<file path="src/hdl/anc_pkg.sv">
// Package for the autotile neighbor classifier: field widths, config register
// indexes, edge modes, tile categories, queue command type and the category decision.
// No dependencies.
package anc_pkg;

  localparam int COL_W      = 6;
  localparam int ROW_W      = 6;
  localparam int IDX_W      = 7;
  localparam int SIZE_W     = 7;
  localparam int MODE_W     = 2;
  localparam int CAT_W      = 5;
  localparam int NB_W       = 8;
  localparam int CFG_IDX_W  = 2;
  localparam int CFG_DATA_W = 7;
  localparam int Q_DEPTH    = 2;

  localparam logic [SIZE_W-1:0] SIZE_RESET = 7'd64;

  localparam logic [CFG_IDX_W-1:0] REG_MAP_COLUMNS = 2'd0;
  localparam logic [CFG_IDX_W-1:0] REG_MAP_ROWS    = 2'd1;
  localparam logic [CFG_IDX_W-1:0] REG_EDGE_MODE   = 2'd2;

  localparam logic [MODE_W-1:0] EDGE_ZERO = 2'd0;
  localparam logic [MODE_W-1:0] EDGE_ONE  = 2'd1;
  localparam logic [MODE_W-1:0] EDGE_WRAP = 2'd2;

  localparam logic KIND_LOAD     = 1'b0;
  localparam logic KIND_CLASSIFY = 1'b1;

  localparam logic [CAT_W-1:0] CAT_EMPTY     = 5'd0;
  localparam logic [CAT_W-1:0] CAT_CENTER    = 5'd1;
  localparam logic [CAT_W-1:0] CAT_SINGLE    = 5'd2;
  localparam logic [CAT_W-1:0] CAT_HORIZ_L   = 5'd3;
  localparam logic [CAT_W-1:0] CAT_HORIZ_C   = 5'd4;
  localparam logic [CAT_W-1:0] CAT_HORIZ_R   = 5'd5;
  localparam logic [CAT_W-1:0] CAT_VERT_T    = 5'd6;
  localparam logic [CAT_W-1:0] CAT_VERT_C    = 5'd7;
  localparam logic [CAT_W-1:0] CAT_VERT_B    = 5'd8;
  localparam logic [CAT_W-1:0] CAT_TOP       = 5'd9;
  localparam logic [CAT_W-1:0] CAT_BOTTOM    = 5'd10;
  localparam logic [CAT_W-1:0] CAT_LEFT      = 5'd11;
  localparam logic [CAT_W-1:0] CAT_RIGHT     = 5'd12;
  localparam logic [CAT_W-1:0] CAT_CORNER_TL = 5'd13;
  localparam logic [CAT_W-1:0] CAT_CORNER_TR = 5'd14;
  localparam logic [CAT_W-1:0] CAT_CORNER_BL = 5'd15;
  localparam logic [CAT_W-1:0] CAT_CORNER_BR = 5'd16;
  localparam logic [CAT_W-1:0] CAT_INSIDE_TL = 5'd17;
  localparam logic [CAT_W-1:0] CAT_INSIDE_TR = 5'd18;
  localparam logic [CAT_W-1:0] CAT_INSIDE_BL = 5'd19;
  localparam logic [CAT_W-1:0] CAT_INSIDE_BR = 5'd20;

  typedef enum logic [1:0] {
    CMD_LOAD     = 2'd0,
    CMD_CLASSIFY = 2'd1,
    CMD_EMPTY    = 2'd2
  } cmd_kind_t;

  typedef struct packed {
    logic [SIZE_W-1:0] cols;
    logic [SIZE_W-1:0] rows;
    logic [MODE_W-1:0] mode;
  } cfg_t;

  typedef struct packed {
    cmd_kind_t        kind;
    logic [IDX_W-1:0] col;
    logic [IDX_W-1:0] row;
    logic [IDX_W-1:0] lcol;
    logic [IDX_W-1:0] rcol;
    logic [IDX_W-1:0] urow;
    logic [IDX_W-1:0] drow;
    logic             solid;
    logic             mask;
    logic [NB_W-1:0]  force_en;
    logic [NB_W-1:0]  force_val;
  } cmd_t;

  function automatic logic [CAT_W-1:0] decide(input logic [NB_W-1:0] nb);
    logic l, r, u, d, ul, ur, dl, dr;
    logic [CAT_W-1:0] cat;
    l  = nb[0];
    r  = nb[1];
    u  = nb[2];
    d  = nb[3];
    ul = nb[4];
    ur = nb[5];
    dl = nb[6];
    dr = nb[7];
    if (nb == 8'hFF) cat = CAT_CENTER;
    else if (!u && !d) begin
      if (l && r) cat = CAT_HORIZ_C;
      else if (!l && !r) cat = CAT_SINGLE;
      else cat = l ? CAT_HORIZ_R : CAT_HORIZ_L;
    end else if (!l && !r) begin
      if (u && d) cat = CAT_VERT_C;
      else cat = d ? CAT_VERT_T : CAT_VERT_B;
    end
    else if (u && d && l && !r) cat = CAT_RIGHT;
    else if (u && d && !l && r) cat = CAT_LEFT;
    else if (u && !l && r && !d) cat = CAT_CORNER_BL;
    else if (u && l && !r && !d) cat = CAT_CORNER_BR;
    else if (d && r && !l && !u) cat = CAT_CORNER_TL;
    else if (d && !r && l && !u) cat = CAT_CORNER_TR;
    else if (u && d && !dr && dl) cat = CAT_INSIDE_TL;
    else if (u && d && dr && !dl) cat = CAT_INSIDE_TR;
    else if (u && d && ul && !ur) cat = CAT_INSIDE_BL;
    else if (u && d && !ul && ur) cat = CAT_INSIDE_BR;
    else cat = d ? CAT_TOP : CAT_BOTTOM;
    return cat;
  endfunction

endpackage

</file>
<file path="src/hdl/anc_fifo.sv">
// Short command queue between front end and back end.
// Uses anc_pkg for the command type and depth.
module anc_fifo (
  input  logic          clk,
  input  logic          rst_n,
  input  logic          push,
  input  anc_pkg::cmd_t push_data,
  output logic          full,
  input  logic          pop,
  output logic          head_valid,
  output anc_pkg::cmd_t head
);

  localparam int PW = $clog2(anc_pkg::Q_DEPTH);
  localparam int CW = $clog2(anc_pkg::Q_DEPTH + 1);

  anc_pkg::cmd_t  mem_r [anc_pkg::Q_DEPTH];
  logic [PW-1:0]  wptr_r, rptr_r;
  logic [CW-1:0]  cnt_r;
  logic           do_push, do_pop;

  assign full       = (cnt_r == CW'(anc_pkg::Q_DEPTH));
  assign head_valid = (cnt_r != '0);
  assign head       = mem_r[rptr_r];
  assign do_push    = push && !full;
  assign do_pop     = pop && head_valid;

  always_ff @(posedge clk) begin
    if (!rst_n) begin
      wptr_r <= '0;
      rptr_r <= '0;
      cnt_r  <= '0;
    end else begin
      if (do_push) wptr_r <= wptr_r + 1'b1;
      if (do_pop) rptr_r <= rptr_r + 1'b1;
      if (do_push && !do_pop) cnt_r <= cnt_r + 1'b1;
      else if (do_pop && !do_push) cnt_r <= cnt_r - 1'b1;
    end
  end

  always_ff @(posedge clk) begin
    if (do_push) mem_r[wptr_r] <= push_data;
  end

endmodule

</file>
<file path="config.mk">
export PLATFORM = sky130hd
export DESIGN_NAME = anc_fifo
export DESIGN_NICKNAME = d
export VERILOG_FILES = /design/src/hdl/anc_pkg.sv /design/src/hdl/anc_fifo.sv
export SDC_FILE = /design/constraint.sdc
export NUM_CORES = 1
export LEC_CHECK = 0
export BUFFER_PORTS_ARGS = -buffer_cell sky130_fd_sc_hd__buf_2
export CORE_MARGIN = 5
export CORE_UTILIZATION = 52
export DETAILED_ROUTE_END_ITERATION = 8
export HOLD_SLACK_MARGIN = 0.06
export PLACE_DENSITY = 0.86
export SLEW_MARGIN = 30
export SYNTH_ARGS = -nofsm -noshare
export SYNTH_HDL_FRONTEND = slang
export SYNTH_SLANG_ARGS = --single-unit
</file>
<file path="constraint.sdc">
create_clock -name clk -period 4.8 [get_ports clk]
set_input_delay 0.96 -clock clk [delete_from_list [all_inputs] [get_ports clk]]
set_output_delay 0.96 -clock clk [all_outputs]
set_load 0.05 [all_outputs]
</file>
==> summary.txt <==
Outcome
  • Outcome: finished clean

Drt
  • Via Count: around 2500
  • Avg Vias per Cell: just over 5
  • DR WL/cell: 17.7 um
  • Drt pass-1 iters: 4
  • Number of remaining DRC errors: 0
  • Initial DRC Count: 87
  • Detail Route Antenna Nets: 0
  • Routed WL: around 8500 um

Pwr
  • Sw frac: 0.372
  • VDD IR max: ~480 uV
  • Lkg Pwr: ~2.3 nW
  • Combinational group share of total power: 0.324
  • Reg power frac: 0.380
  • Pint: 2.47 mW
  • Clock network power share: 0.296
  • Pwr/cell area: about 650 nW/um2
  • Switching pwr: roughly 1.5 mW

Floorplanning
  • I/O pins: 130
  • Die ar.: between 10000 and 15000 um2
  • Die height: 105 um
  • Initial Util: 0.537
  • Die X: 105 um
  • Row count: 34
  • Core area: about 8800 um2

Clock network
  • Clock Path Buffers: 2
  • Reg clk slew, reported paths: 60 ps
  • Clk_lat worst skew: a little under 500 ps
  • # clock sinks: between 100 and 150
  • Postcts setup bufs: 0
  • Cts repair resizes: 0
  • CTS root buffer: clkbuf_8
  • CTS tree: done
  • H-tree Lvls: 4
  • CTS Buf Count: 17
  • Hold_buf cts: 0

Synthesis
  • Avg Inst Size Synth: 21.6 um2
  • Sequential element share of the synthesized area: 0.812
  • Synth Warn #: 0
  • Yosys reg bits: around 130
  • Cells after Synth: between 200 and 250
  • Cell area after synthesis: 4710 um2
  • Yosys cell types: 22
  • Syn_nets: between 200 and 300

Timing
  • Post-Route Skew: about 6.2 ps
  • RSZ-0062 raised after global routing: no
  • Tightest Pin Transition: ~740 ps
  • Setup violators final: 0
  • Final worst slack: about 1400 ps
  • Post-route setup TNS: 0 ps
  • Relative slew slack: 0.508
  • Final hold vios: 0
  • Part of the cycle the worst path needs: 0.705
  • Fmax: ~0.30 GHz
  • Slew Viols, Final: 0
  • Min Tclk post-route: approximately 3400 ps

Critical path
  • R2R setup slack: 2810 ps
  • Worst Setup Start Kind: flip-flop
  • Worst endpoint data arrival time: about 2400 ps
  • FF-to-FF path depth: 3
  • Crit Path Class: reg2out
  • Worst reg2reg endpoint: mem_r[1][38]
  • Crit-path max FO: 32
  • Worst r2r src: cnt_r[0]
  • Critical path required time: 3840 ps
  • Critical Path End: head[59]
  • CP Capture Type: output port

GRT
  • Initial antenna violation count: 0
  • Vias in the first global route: 2696
  • Global Route Usage Sum: 0.160
  • Global-route wire length before repair: approximately 14000 um
  • Total gr overflow: 0
  • Largest net degree at the start of global routing: 46

Placement
  • RePlAce Congestion: 0.711
  • Placed cell area: approximately 5500 um2
  • Placed cells: approximately 450
  • HPWL Detailed: roughly 5700 um
  • Setup WS pre-CTS: roughly 1900 ps
  • Port bufs: between 100 and 150

Final layout
  • Final Cell Area: slightly above 6000 um2
  • Nets@finish: between 400 and 500
  • Antenna diodes: 0
  • Synth-to-Final Area Change: 28.1%
  • Final core occ: 0.688
  • Non-Filler Instances: 484
  • Fraction of layout cells with a size suffix above 1: 0.612

Flow run
  • Max-cap violations: 0

Min path
  • HP Class: reg2reg
## synth_stat cells (all sizes together)
master / count / area share
nor3: 1 / 0.0021
and2: 3 / 0.0040
edfxtp: 124 / 0.79
or2: 1 / 0.0013
buf: 7 / 0.011
o21ai: 2 / 0.0021
nand2b: 1 / 0.0013
xnor2: 2 / 0.0037
a21boi: 2 / 0.0032
mux2: 62 / 0.15
and3: 1 / 0.0013
inv: 2 / 0.0016
nor2: 1 / 0.00080
dfxtp: 5 / 0.021
or3: 1 / 0.0013
xor2: 1 / 0.0019
o21a: 1 / 0.0016
ha: 1 / 0.0027
## worst min-delay path by stage
| stage | slack (ps) | depth (start not counted) | start | endpoint |
|---|---|---|---|---|
| floorplan | 480 | 2 | cnt_r[1] | cnt_r[1] |
| global placement | 490 | 2 | cnt_r[1] | cnt_r[1] |
| detailed placement | 560 | 2 | cnt_r[1] | cnt_r[1] |
| CTS | 570 | 2 | cnt_r[1] | cnt_r[1] |
| global route | 610 | 2 | cnt_r[1] | cnt_r[1] |
| finish | 570 | 2 | cnt_r[1] | cnt_r[1] |
## metal layers
metal | part of all wire | vias up | GRT usage
met5 | 0 | - | 0
met4 | 0.0091 | 0 | 0.0548
met3 | 0.066 | 8 | 0.0512
met2 | 0.53 | 99 | 0.276
met1 | 0.40 | 1235 | 0.190
li1 | - | 1154 | -
## cell families (layout without fill, tap and decap cells)
family | after synthesis | after routing | synth area share
DFF | 129 | 129 | 0.812
muxes | 62 | 62 | 0.148
and+or+nand+nor | 9 | 9 | 0.0122
buffers and inverters | 9 | 167 | 0.0122
AOI/OAI and AO/OA | 5 | 5 | 0.00691
xor gates and xnor gates | 3 | 3 | 0.00558
adders and majority gates | 1 | 1 | 0.00266
## power by group through the flow
stage                     Sequential (mW)  Clock (mW)  Combinational (mW)
after floorplan                      1.48           0                1.06
after global placement               1.51           0                1.26
after detailed placement             1.52           0                1.28
after CTS                            1.50        1.18                1.29
after global routing                 1.51        1.24                1.33
final                                1.49        1.16                1.27
## flip-flops by register name, summed over array words and instances (netlist names), named ones only
| signal | count |
|---|---|
| mem_r | 124 |
| cnt_r | 2 |
| wptr_r | 1 |
| rptr_r | 1 |
## final cells by class
type	instances	area, um2
flip-flops and latches	129	3820
repair buffers	133	676
well taps	108	135
fillers	583	2730
clock buffers	18	418
clock inverters	14	131
multi-input cells	80	838
inverters	2	7.51
## stage by stage
step	power [mW]	hold WS [ps]
4_1_cts	3.97	567
6_report	3.93	571
3_5_place_dp	2.80	559
2_1_floorplan	2.53	479
3_3_place_gp	2.77	491
5_1_grt	4.08	613
## worst max-delay path: stages (launching register included)
cell and delay, ps:
dfxtp_2 800, buf_4 500, mux2_2 390, buf_2 210
## placed cells by master, fill, tap and decap left out
master      count
a21boi_0        1
a21boi_1        1
and2_1          3
and3_4          1
buf_2         129
buf_4           4
bufinv_16       1
clkbuf_1        1
clkbuf_16      16
clkbuf_8        1
clkinv_1        1
clkinv_4        2
clkinvlp_4      6
dfxtp_1         4
dfxtp_2         1
edfxtp_1      124
ha_1            1
inv_1           1
inv_2           1
inv_6           4
mux2_2         62
nand2b_1        1
nor2_1          1
nor3_4          1
o21a_1          1
o21ai_0         1
o21ai_1         1
or2_2           1
or3_1           1
xnor2_1         2
xor2_1          1
Note: power is estimated with default switching activity, not from simulation.
