## config.mk

```make
export PLATFORM = sky130hd
export DESIGN_NAME = anc_front_flat
export DESIGN_NICKNAME = d
export VERILOG_FILES = /design/src/hdl/anc_pkg.sv /design/src/hdl/anc_in_if.sv /design/src/hdl/anc_front.sv /design/src/flat_wrapper.sv
export SDC_FILE = /design/constraint.sdc
export NUM_CORES = 1
export LEC_CHECK = 0
export BUFFER_PORTS_ARGS = -buffer_cell sky130_fd_sc_hd__buf_4
export CAP_MARGIN = 20
export CORE_MARGIN = 1
export CORE_UTILIZATION = 51
export DETAILED_ROUTE_END_ITERATION = 8
export PLACE_DENSITY = 0.91
export SYNTH_ARGS = -nofsm -noshare
export SYNTH_HDL_FRONTEND = slang
export SYNTH_SLANG_ARGS = --single-unit
```

## constraint.sdc

```tcl
create_clock -name vclk -period 5.9
set_clock_uncertainty 0.1 [all_clocks]
set_input_delay 0.59 -clock vclk [all_inputs]
set_output_delay 0.59 -clock vclk [all_outputs]
set_load 0.01 [all_outputs]
```

## src/hdl/anc_pkg.sv

```systemverilog
// Package for the autotile neighbor classifier: field widths, config register
// indexes, edge modes, tile categories, queue command type and the category decision.
// No dependencies.
package anc_pkg;

  localparam int COL_W      = 6;
  localparam int ROW_W      = 6;
  localparam int IDX_W      = 7;
  localparam int SIZE_W     = 7;
  localparam int MODE_W     = 2;
  localparam int CAT_W      = 5;
  localparam int NB_W       = 8;
  localparam int CFG_IDX_W  = 2;
  localparam int CFG_DATA_W = 7;
  localparam int Q_DEPTH    = 2;

  localparam logic [SIZE_W-1:0] SIZE_RESET = 7'd64;

  localparam logic [CFG_IDX_W-1:0] REG_MAP_COLUMNS = 2'd0;
  localparam logic [CFG_IDX_W-1:0] REG_MAP_ROWS    = 2'd1;
  localparam logic [CFG_IDX_W-1:0] REG_EDGE_MODE   = 2'd2;

  localparam logic [MODE_W-1:0] EDGE_ZERO = 2'd0;
  localparam logic [MODE_W-1:0] EDGE_ONE  = 2'd1;
  localparam logic [MODE_W-1:0] EDGE_WRAP = 2'd2;

  localparam logic KIND_LOAD     = 1'b0;
  localparam logic KIND_CLASSIFY = 1'b1;

  localparam logic [CAT_W-1:0] CAT_EMPTY     = 5'd0;
  localparam logic [CAT_W-1:0] CAT_CENTER    = 5'd1;
  localparam logic [CAT_W-1:0] CAT_SINGLE    = 5'd2;
  localparam logic [CAT_W-1:0] CAT_HORIZ_L   = 5'd3;
  localparam logic [CAT_W-1:0] CAT_HORIZ_C   = 5'd4;
  localparam logic [CAT_W-1:0] CAT_HORIZ_R   = 5'd5;
  localparam logic [CAT_W-1:0] CAT_VERT_T    = 5'd6;
  localparam logic [CAT_W-1:0] CAT_VERT_C    = 5'd7;
  localparam logic [CAT_W-1:0] CAT_VERT_B    = 5'd8;
  localparam logic [CAT_W-1:0] CAT_TOP       = 5'd9;
  localparam logic [CAT_W-1:0] CAT_BOTTOM    = 5'd10;
  localparam logic [CAT_W-1:0] CAT_LEFT      = 5'd11;
  localparam logic [CAT_W-1:0] CAT_RIGHT     = 5'd12;
  localparam logic [CAT_W-1:0] CAT_CORNER_TL = 5'd13;
  localparam logic [CAT_W-1:0] CAT_CORNER_TR = 5'd14;
  localparam logic [CAT_W-1:0] CAT_CORNER_BL = 5'd15;
  localparam logic [CAT_W-1:0] CAT_CORNER_BR = 5'd16;
  localparam logic [CAT_W-1:0] CAT_INSIDE_TL = 5'd17;
  localparam logic [CAT_W-1:0] CAT_INSIDE_TR = 5'd18;
  localparam logic [CAT_W-1:0] CAT_INSIDE_BL = 5'd19;
  localparam logic [CAT_W-1:0] CAT_INSIDE_BR = 5'd20;

  typedef enum logic [1:0] {
    CMD_LOAD     = 2'd0,
    CMD_CLASSIFY = 2'd1,
    CMD_EMPTY    = 2'd2
  } cmd_kind_t;

  typedef struct packed {
    logic [SIZE_W-1:0] cols;
    logic [SIZE_W-1:0] rows;
    logic [MODE_W-1:0] mode;
  } cfg_t;

  typedef struct packed {
    cmd_kind_t        kind;
    logic [IDX_W-1:0] col;
    logic [IDX_W-1:0] row;
    logic [IDX_W-1:0] lcol;
    logic [IDX_W-1:0] rcol;
    logic [IDX_W-1:0] urow;
    logic [IDX_W-1:0] drow;
    logic             solid;
    logic             mask;
    logic [NB_W-1:0]  force_en;
    logic [NB_W-1:0]  force_val;
  } cmd_t;

  function automatic logic [CAT_W-1:0] decide(input logic [NB_W-1:0] nb);
    logic l, r, u, d, ul, ur, dl, dr;
    logic [CAT_W-1:0] cat;
    l  = nb[0];
    r  = nb[1];
    u  = nb[2];
    d  = nb[3];
    ul = nb[4];
    ur = nb[5];
    dl = nb[6];
    dr = nb[7];
    if (nb == 8'hFF) cat = CAT_CENTER;
    else if (!u && !d) begin
      if (l && r) cat = CAT_HORIZ_C;
      else if (!l && !r) cat = CAT_SINGLE;
      else cat = l ? CAT_HORIZ_R : CAT_HORIZ_L;
    end else if (!l && !r) begin
      if (u && d) cat = CAT_VERT_C;
      else cat = d ? CAT_VERT_T : CAT_VERT_B;
    end
    else if (u && d && l && !r) cat = CAT_RIGHT;
    else if (u && d && !l && r) cat = CAT_LEFT;
    else if (u && !l && r && !d) cat = CAT_CORNER_BL;
    else if (u && l && !r && !d) cat = CAT_CORNER_BR;
    else if (d && r && !l && !u) cat = CAT_CORNER_TL;
    else if (d && !r && l && !u) cat = CAT_CORNER_TR;
    else if (u && d && !dr && dl) cat = CAT_INSIDE_TL;
    else if (u && d && dr && !dl) cat = CAT_INSIDE_TR;
    else if (u && d && ul && !ur) cat = CAT_INSIDE_BL;
    else if (u && d && !ul && ur) cat = CAT_INSIDE_BR;
    else cat = d ? CAT_TOP : CAT_BOTTOM;
    return cat;
  endfunction

endpackage

```

## src/hdl/anc_in_if.sv

```systemverilog
// Input channel of the autotile neighbor classifier: load and classify transactions.
// Depends on anc_pkg.
interface anc_in_if;
  logic                     valid;
  logic                     ready;
  logic                     kind;
  logic [anc_pkg::COL_W-1:0] col;
  logic [anc_pkg::ROW_W-1:0] row;
  logic                     solid_bit;
  logic                     mask_bit;

  modport source(output valid, kind, col, row, solid_bit, mask_bit, input ready);
  modport sink(input valid, kind, col, row, solid_bit, mask_bit, output ready);
endinterface

```

## src/hdl/anc_front.sv

```systemverilog
// Front end: accepts input transactions, drops loads outside the store, and turns
// classifies into queue commands with neighbor addresses and edge overrides. Uses anc_pkg.
module anc_front #(
  parameter int MAX_COLS = 64,
  parameter int MAX_ROWS = 64
) (
  anc_in_if.sink         in_ch,
  input  anc_pkg::cfg_t  cfg,
  input  logic           push_ready,
  output logic           push_valid,
  output anc_pkg::cmd_t  push_data
);

  logic [anc_pkg::IDX_W-1:0] c, r, c_inc, r_inc;
  logic                      lout, rout, uout, dout, keep;
  logic [anc_pkg::NB_W-1:0]  outside;

  always_comb begin
    c     = anc_pkg::IDX_W'(in_ch.col);
    r     = anc_pkg::IDX_W'(in_ch.row);
    c_inc = c + 7'd1;
    r_inc = r + 7'd1;
    lout  = (c == '0);
    rout  = (c_inc >= cfg.cols);
    dout  = (r == '0);
    uout  = (r_inc >= cfg.rows);
    outside = {rout | dout, lout | dout, rout | uout, lout | uout, dout, uout, rout, lout};

    push_data           = '0;
    push_data.col       = c;
    push_data.row       = r;
    push_data.lcol      = lout ? cfg.cols - 7'd1 : c - 7'd1;
    push_data.rcol      = rout ? '0 : c_inc;
    push_data.drow      = dout ? cfg.rows - 7'd1 : r - 7'd1;
    push_data.urow      = uout ? '0 : r_inc;
    push_data.solid     = in_ch.solid_bit;
    push_data.mask      = in_ch.mask_bit;
    push_data.force_en  = (cfg.mode == anc_pkg::EDGE_WRAP) ? '0 : outside;
    push_data.force_val = {anc_pkg::NB_W{cfg.mode == anc_pkg::EDGE_ONE}};

    keep = 1'b1;
    if (in_ch.kind == anc_pkg::KIND_LOAD) begin
      push_data.kind = anc_pkg::CMD_LOAD;
      keep = (int'(in_ch.col) < MAX_COLS) && (int'(in_ch.row) < MAX_ROWS);
    end else if ((c < cfg.cols) && (r < cfg.rows)) begin
      push_data.kind = anc_pkg::CMD_CLASSIFY;
    end else begin
      push_data.kind = anc_pkg::CMD_EMPTY;
    end
  end

  assign in_ch.ready = push_ready;
  assign push_valid  = in_ch.valid && keep;

endmodule

```

## src/flat_wrapper.sv

```systemverilog
// flat-port wrapper written by rule: the top's interface ports become plain ports
module anc_front_flat 
#(
  parameter int MAX_COLS = 64,
  parameter int MAX_ROWS = 64
)
  (cfg, push_ready, push_valid, push_data, in_ch_valid, in_ch_kind, in_ch_col, in_ch_row, in_ch_solid_bit, in_ch_mask_bit, in_ch_ready);
  anc_in_if in_ch_i ();
  input  anc_pkg::cfg_t cfg;
  input  logic push_ready;
  output logic push_valid;
  output anc_pkg::cmd_t push_data;
  input wire logic [$bits(in_ch_i.valid)-1:0] in_ch_valid;
  input wire logic [$bits(in_ch_i.kind)-1:0] in_ch_kind;
  input wire logic [$bits(in_ch_i.col)-1:0] in_ch_col;
  input wire logic [$bits(in_ch_i.row)-1:0] in_ch_row;
  input wire logic [$bits(in_ch_i.solid_bit)-1:0] in_ch_solid_bit;
  input wire logic [$bits(in_ch_i.mask_bit)-1:0] in_ch_mask_bit;
  output wire logic [$bits(in_ch_i.ready)-1:0] in_ch_ready;
  assign in_ch_i.valid = in_ch_valid;
  assign in_ch_i.kind = in_ch_kind;
  assign in_ch_i.col = in_ch_col;
  assign in_ch_i.row = in_ch_row;
  assign in_ch_i.solid_bit = in_ch_solid_bit;
  assign in_ch_i.mask_bit = in_ch_mask_bit;
  assign in_ch_ready = in_ch_i.ready;
  anc_front #(.MAX_COLS(MAX_COLS), .MAX_ROWS(MAX_ROWS)) u_core (.in_ch(in_ch_i), .cfg(cfg), .push_ready(push_ready), .push_valid(push_valid), .push_data(push_data));
endmodule
```

==> Flow_metrics.wiki, run 1 <==
{| class="wikitable"
! Metric !! Value
|-
| Number of clock buffers in the layout || 0
|-
| Number of library cell types mapped by synthesis || 43
|-
| GRT Residual Overflow || 0
|-
| Endpoint with the worst hold slack || in_ch_ready
|-
| Type of the worst setup path || in2out
|-
| Areal power density over the cells || 83.6 nW/um^2
|-
| P_leak || 1.12 nW
|-
| CP Capture Type || output pin
|-
| Peak Freq || 0.265 GHz
|-
| Clk network pwr share || 0%
|-
| Post-synthesis cell count || 244
|-
| Top-count cell post-synth || sky130_fd_sc_hd__ha_1
|-
| Worst Slack Setup Final || 2.12 ns
|-
| HPWL after DPL || 3.73 mm
|-
| Commonest cells in the netlist || sky130_fd_sc_hd__ha_1 (32), sky130_fd_sc_hd__buf_4 (26), sky130_fd_sc_hd__a21oi_1 (20), sky130_fd_sc_hd__nor2_1 (20), sky130_fd_sc_hd__inv_1 (19)
|-
| # rows || 20
|-
| Via-per-instance ratio || 5.34
|-
| Die width || 59.7 microns
|-
| Sum of negative setup slack || 0 ns
|-
| Worst EP arrival || 3.09 ns
|-
| Min-Delay Path Depth || 0
|-
| Maximum cell stage delay along the critical path || 0.49 ns
|-
| Category of the worst setup path launch point || input port
|-
| Slew at the pin closest to its max-slew limit || 0.496 ns
|-
| Relative contribution of sequential cells to total power || 0%
|-
| Internal portion of total power || 0.0000874 W
|-
| Tightest slew margin relative to the limit || 66.1%
|-
| Switching power total || 0.0000936 W
|-
| MaxCap Viol Count || 0
|-
| Data required time of the worst path || 5.21 ns
|-
| Num ports || 97
|-
| Synth Area per Inst || 6.97 sq um
|-
| Result of the run || completed
|-
| Number of antenna violations at the first check in global routing || 0
|-
| Hold_ws || 1.08 ns
|-
| Share of the cycle needed by the critical path after routing || 64.0%
|-
| Placed Area || 2160 sq um
|-
| Post-route cell area || 2160 sq um
|-
| Area occupied by registers || 0 sq um
|-
| Number of antenna cells inserted || 0
|-
| Hold violation total from the final report || 0
|-
| Total Die Area || 3570 sq um
|-
| First-pass GRT wire length || 6.93 mm
|-
| Core area || 3100 sq um
|-
| Via Count || 1,833
|-
| Most area-consuming cells after synthesis || sky130_fd_sc_hd__ha_1 (24%), sky130_fd_sc_hd__buf_4 (11%), sky130_fd_sc_hd__a21oi_1 (5.9%)
|-
| Worst IR Drop VDD || 0.0000480 V
|-
| Crit path max fanout || 8
|-
| Number of pins with negative max-slew slack in the final report || 0
|-
| First drt pass iteration count || 4
|-
| Worst Hold Launch || push_ready
|-
| Combinational group share of total power || 100.0%
|-
| Number of setup buffers added after CTS || 0
|-
| Mean routed wirelength per cell || 12.9 microns
|-
| Synthesis-to-layout area growth || 27.3%
|-
| Setup repair after global routing missed its margin || false
|-
| Slowest cell on crit path || sky130_fd_sc_hd__or4b_4
|-
| Vias in the first global route || 1,617
|-
| Count of final setup violators || 0
|-
| Sequential-to-total area share from yosys stat || 0%
|-
| Initial core utilization || 54.8%
|-
| Wire length after detailed routing || 4.41 mm
|-
| Number of warnings printed during yosys synthesis || 0
|-
| Port-buffer cells || 87
|-
| Cell taking the most area after synthesis || sky130_fd_sc_hd__ha_1
|-
| Routability congestion estimate || 0.905
|-
| Number of nets in the finished design || 366
|-
| Layout sequential cell count || 0
|-
| Worst path cell trace || buf_4 -> inv_1 -> ha_1 -> nor3b_2 -> nand2_1 -> mux2i_1 -> ha_1 -> or4b_4 -> nor2_1 -> o32ai_1 -> buf_4
|-
| Die extent in y || 59.7 microns
|-
| Cell family with most CP delay || simple AND/OR/NAND/NOR gates
|-
| Share of cells above drive strength 1 || 31.4%
|-
| Area of the mapped netlist || 1700 sq um
|-
| Post-route DRC || 0
|-
| Global Route Usage Sum || 24.1%
|-
| Worst slack, placed || 2.17 ns
|-
| Proportion of total power due to net switching || 51.7%
|-
| Maximum number of pins on one net before global-route repair || 14
|-
| Antenna-violating nets left || 0
|-
| Post_cts resized || 0
|-
| Iteration-0 DRC count of the detailed router || 79
|-
| Crit path time final || 3.78 ns
|-
| Class of the most critical hold timing path || in2out
|-
| Post-synth top area share || 23.5%
|-
| Number of hold buffers added after cts || 0
|-
| Crit path buf inv count || 3
|}
cell families (layout without fill, tap and decap cells):
| logic type | after synthesis | in the layout | share of synthesized area [%] |
|---|---|---|---|
| AO/OA/AOI/OAI | 57 | 57 | 21.3 |
| AND/OR/NAND/NOR | 85 | 85 | 27.0 |
| XOR/XNOR | 11 | 11 | 5.67 |
| other | 1 | 2 | 0.221 |
| buffers and inverters | 52 | 106 | 18.8 |
| multiplexers | 6 | 6 | 3.53 |
| adder cells (fa/ha/maj) | 32 | 32 | 23.5 |
stage by stage:
stage / instances / utilization [%] / total power (W)
after detailed placement: 343 / 69.8 / 0.000180
after CTS: 343 / 69.8 / 0.000180
final: 343 / 69.8 / 0.000181
after floorplan: 245 / - / 0.000111
after global placement: 343 / 69.8 / 0.000176
after global routing: 343 / 69.8 / 0.000200
layer usage:
layer,global-route usage [%],vias up,wire (microns)
met3,1.30,0,263
met2,42.5,69,2030
met1,33.7,821,2110
met4,0.664,0,0
li1,-,943,-
met5,0,-,0
power by group through the flow:
stage          Sequential [W]  Combinational [W]  Clock, W
3_5_place_dp                0           0.000180         0
3_3_place_gp                0           0.000176         0
4_1_cts                     0           0.000180         0
6_report                    0           0.000181         0
2_1_floorplan               0           0.000111         0
5_1_grt                     0           0.000200         0
worst max path at each step:
| stage | start | to | cells past startpoint | slack [ns] |
|---|---|---|---|---|
| final | in_ch_row[0] | push_data[24] | 11 | 2.12 |
| after global routing | in_ch_row[0] | push_data[24] | 11 | 1.97 |
| after CTS | in_ch_row[0] | push_data[24] | 11 | 2.16 |
| after detailed placement | in_ch_row[0] | push_data[24] | 11 | 2.17 |
| after global placement | in_ch_row[0] | push_data[24] | 11 | 2.28 |
| after floorplan | in_ch_row[0] | push_data[24] | 8 | 2.55 |
cell type report:
class / count / area (sq um)
Inverter: 19 / 71.3
Fill cell: 274 / 938
Multi-Input combinational cell: 193 / 1390
Tap cell: 44 / 55.1
Timing Repair Buffer: 87 / 653
cell usage in the layout, fill, tap and decap left out, types with 3 or more instances in the layout:
cell | Yosys | routed
sky130_fd_sc_hd__and2_1 | 13 | 13
sky130_fd_sc_hd__o211ai_1 | 3 | 3
sky130_fd_sc_hd__xor2_1 | 4 | 4
sky130_fd_sc_hd__mux2i_1 | 6 | 6
sky130_fd_sc_hd__nand3_1 | 12 | 12
sky130_fd_sc_hd__nand2_1 | 8 | 8
sky130_fd_sc_hd__xnor2_1 | 7 | 7
sky130_fd_sc_hd__buf_4 | 26 | 87
sky130_fd_sc_hd__inv_1 | 19 | 19
sky130_fd_sc_hd__nor2b_1 | 7 | 7
sky130_fd_sc_hd__nor3_1 | 11 | 11
sky130_fd_sc_hd__ha_1 | 32 | 32
sky130_fd_sc_hd__nor2_1 | 20 | 20
sky130_fd_sc_hd__a21oi_1 | 20 | 20
sky130_fd_sc_hd__o21a_1 | 4 | 4
sky130_fd_sc_hd__o21ai_0 | 16 | 16
Power figures use the tool's default switching activity.
==> run 2, diff against run 1 <==
CORE_UTILIZATION = 47   (was 51)
PLACE_DENSITY = 0.85   (was 0.91)
clock period = 3.8 ns   (was 5.9 ns; I/O delays follow)
==> run 2 against run 1 <==
Net effect:
- final cell count up 0.87%
- total power up 55%
- combinational power up 55%
- via count up 1.1%
- routed wire length is 0.45% lower
- clock-buffer cell count is the same
- die area up 8.2%
- sequential cell count stayed put
- non-clock buffer count is 1 higher
- critical path type unchanged
- largest cell class unchanged
- largest power group unchanged
- highest routed layer is now met4
==> Flow_metrics.wiki, run 2 (synthesis gave the netlist of run 1 again) <==
{| class="wikitable"
! Metric !! Value
|-
| Number of clock buffers in the layout || 0
|-
| Worst Slack Setup Final || 0.558 ns
|-
| Sum of negative setup slack || 0 ns
|-
| Die width || 62.2 microns
|-
| Worst EP arrival || 2.76 ns
|-
| Class of the most critical hold timing path || in2out
|-
| Port-buffer cells || 87
|-
| Peak Freq || 0.308 GHz
|-
| Min-Delay Path Depth || 0
|-
| CP Capture Type || output pin
|-
| Antenna-violating nets left || 0
|-
| HPWL after DPL || 3.67 mm
|-
| Crit path max fanout || 8
|-
| Area occupied by registers || 0 sq um
|-
| Number of nets in the finished design || 367
|-
| Number of hold buffers added after cts || 0
|-
| First drt pass iteration count || 4
|-
| Total Die Area || 3860 sq um
|-
| Worst IR Drop VDD || 0.0000761 V
|-
| Global Route Usage Sum || 21.2%
|-
| MaxCap Viol Count || 0
|-
| Maximum number of pins on one net before global-route repair || 14
|-
| Post-route DRC || 0
|-
| Count of fill cells added during filler insertion || 310
|-
| First-pass GRT wire length || 7.00 mm
|-
| Number of antenna cells inserted || 0
|-
| Share of cells above drive strength 1 || 31.7%
|-
| Num ports || 97
|-
| Iteration-0 DRC count of the detailed router || 99
|-
| Share of the cycle needed by the critical path after routing || 85.3%
|-
| Number of pins with negative max-slew slack in the final report || 0
|-
| Via Count || 1,854
|-
| Total power after layout || 0.000280 W
|-
| Hold violation total from the final report || 0
|-
| Vias in the first global route || 1,525
|-
| Wire length after detailed routing || 4.39 mm
|-
| Mean routed wirelength per cell || 12.7 microns
|-
| Most common cell after layout, fill and taps aside || sky130_fd_sc_hd__buf_4
|-
| Via-per-instance ratio || 5.36
|-
| Worst slack, placed || 0.591 ns
|-
| # rows || 21
|-
| P_leak || 1.12 nW
|-
| Type of the worst setup path || in2out
|-
| Die extent in y || 62.2 microns
|-
| Initial core utilization || 50.2%
|-
| Post_cts resized || 0
|-
| Endpoint with the worst hold slack || in_ch_ready
|-
| Number of antenna violations at the first check in global routing || 0
|-
| Core area || 3390 sq um
|-
| Routability congestion estimate || 0.888
|-
| Count of final setup violators || 0
|-
| Setup repair after global routing missed its margin || false
|-
| Category of the worst setup path launch point || input port
|-
| Layout sequential cell count || 0
|-
| Crit path time final || 3.24 ns
|-
| Synthesis-to-layout area growth || 27.9%
|-
| Result of the run || completed
|-
| Data required time of the worst path || 3.32 ns
|-
| GRT Residual Overflow || 0
|-
| Worst Hold Launch || push_ready
|-
| Number of setup buffers added after CTS || 0
|-
| Areal power density over the cells || 129 nW/um^2
|-
| Top library cells by usage in the layout, fill and taps aside || sky130_fd_sc_hd__buf_4 (88), sky130_fd_sc_hd__ha_1 (32), sky130_fd_sc_hd__nor2_1 (20), sky130_fd_sc_hd__a21oi_1 (20), sky130_fd_sc_hd__inv_1 (19)
|}
## run 2: final cells by class
| type | count | area [sq um] | area share (%) |
|---|---|---|---|
| Inverter | 19 | 71.3 | 3.28 |
| Timing Repair Buffer | 88 | 661 | 30.4 |
| Tap cell | 46 | 57.6 | 2.65 |
| Multi-Input combinational cell | 193 | 1390 | 63.7 |
## run 2: how the worst max path moves through the flow
stage | from | to | depth (start not counted)
after detailed placement | in_ch_row[0] | push_data[24] | 12
final | in_ch_row[0] | push_data[24] | 12
after floorplan | in_ch_row[0] | push_data[24] | 8
after CTS | in_ch_row[0] | push_data[24] | 12
after global placement | in_ch_row[0] | push_data[24] | 12
after global routing | in_ch_row[0] | push_data[24] | 12
## run 2: per-stage QoR
| stage | utilization (%) | cells | instance area (sq um) | hold WS (ns) |
|---|---|---|---|---|
| 6_report | 64.2 | 346 | 2170 | 0.660 |
| 5_1_grt | 64.2 | 346 | 2170 | 0.660 |
| 3_5_place_dp | 64.2 | 346 | 2170 | 0.660 |
| 3_3_place_gp | 64.2 | 346 | 2170 | 0.660 |
| 2_1_floorplan | - | 245 | 1700 | 0.708 |
| 4_1_cts | 64.2 | 346 | 2170 | 0.660 |
## run 2: critical path, cell delays in order
cell and delay, ns:
sky130_fd_sc_hd__buf_4 0.12, sky130_fd_sc_hd__inv_1 0.07, sky130_fd_sc_hd__ha_1 0.22, sky130_fd_sc_hd__nor3b_2 0.16, sky130_fd_sc_hd__buf_4 0.15, sky130_fd_sc_hd__nand2_1 0.24, sky130_fd_sc_hd__mux2i_1 0.27, sky130_fd_sc_hd__ha_1 0.31
sky130_fd_sc_hd__or4b_4 0.49, sky130_fd_sc_hd__nor2_1 0.10, sky130_fd_sc_hd__o32ai_1 0.08, sky130_fd_sc_hd__buf_4 0.15
## run 2: routing by layer
layer  GRT usage [%]  up-vias  routed length, microns
met5               0        -                       0
met4            1.45        0                      26
met3            1.47        4                     302
met2            35.2       85                    2020
met1            30.8      822                    2040
li1                -      943                       -
## run 2: report_power, final
part | internal (W) | switching (W)
Sequential | 0 | 0
Clock | 0 | 0
Combinational | 0.000136 | 0.000144
Total | 0.000136 | 0.000144
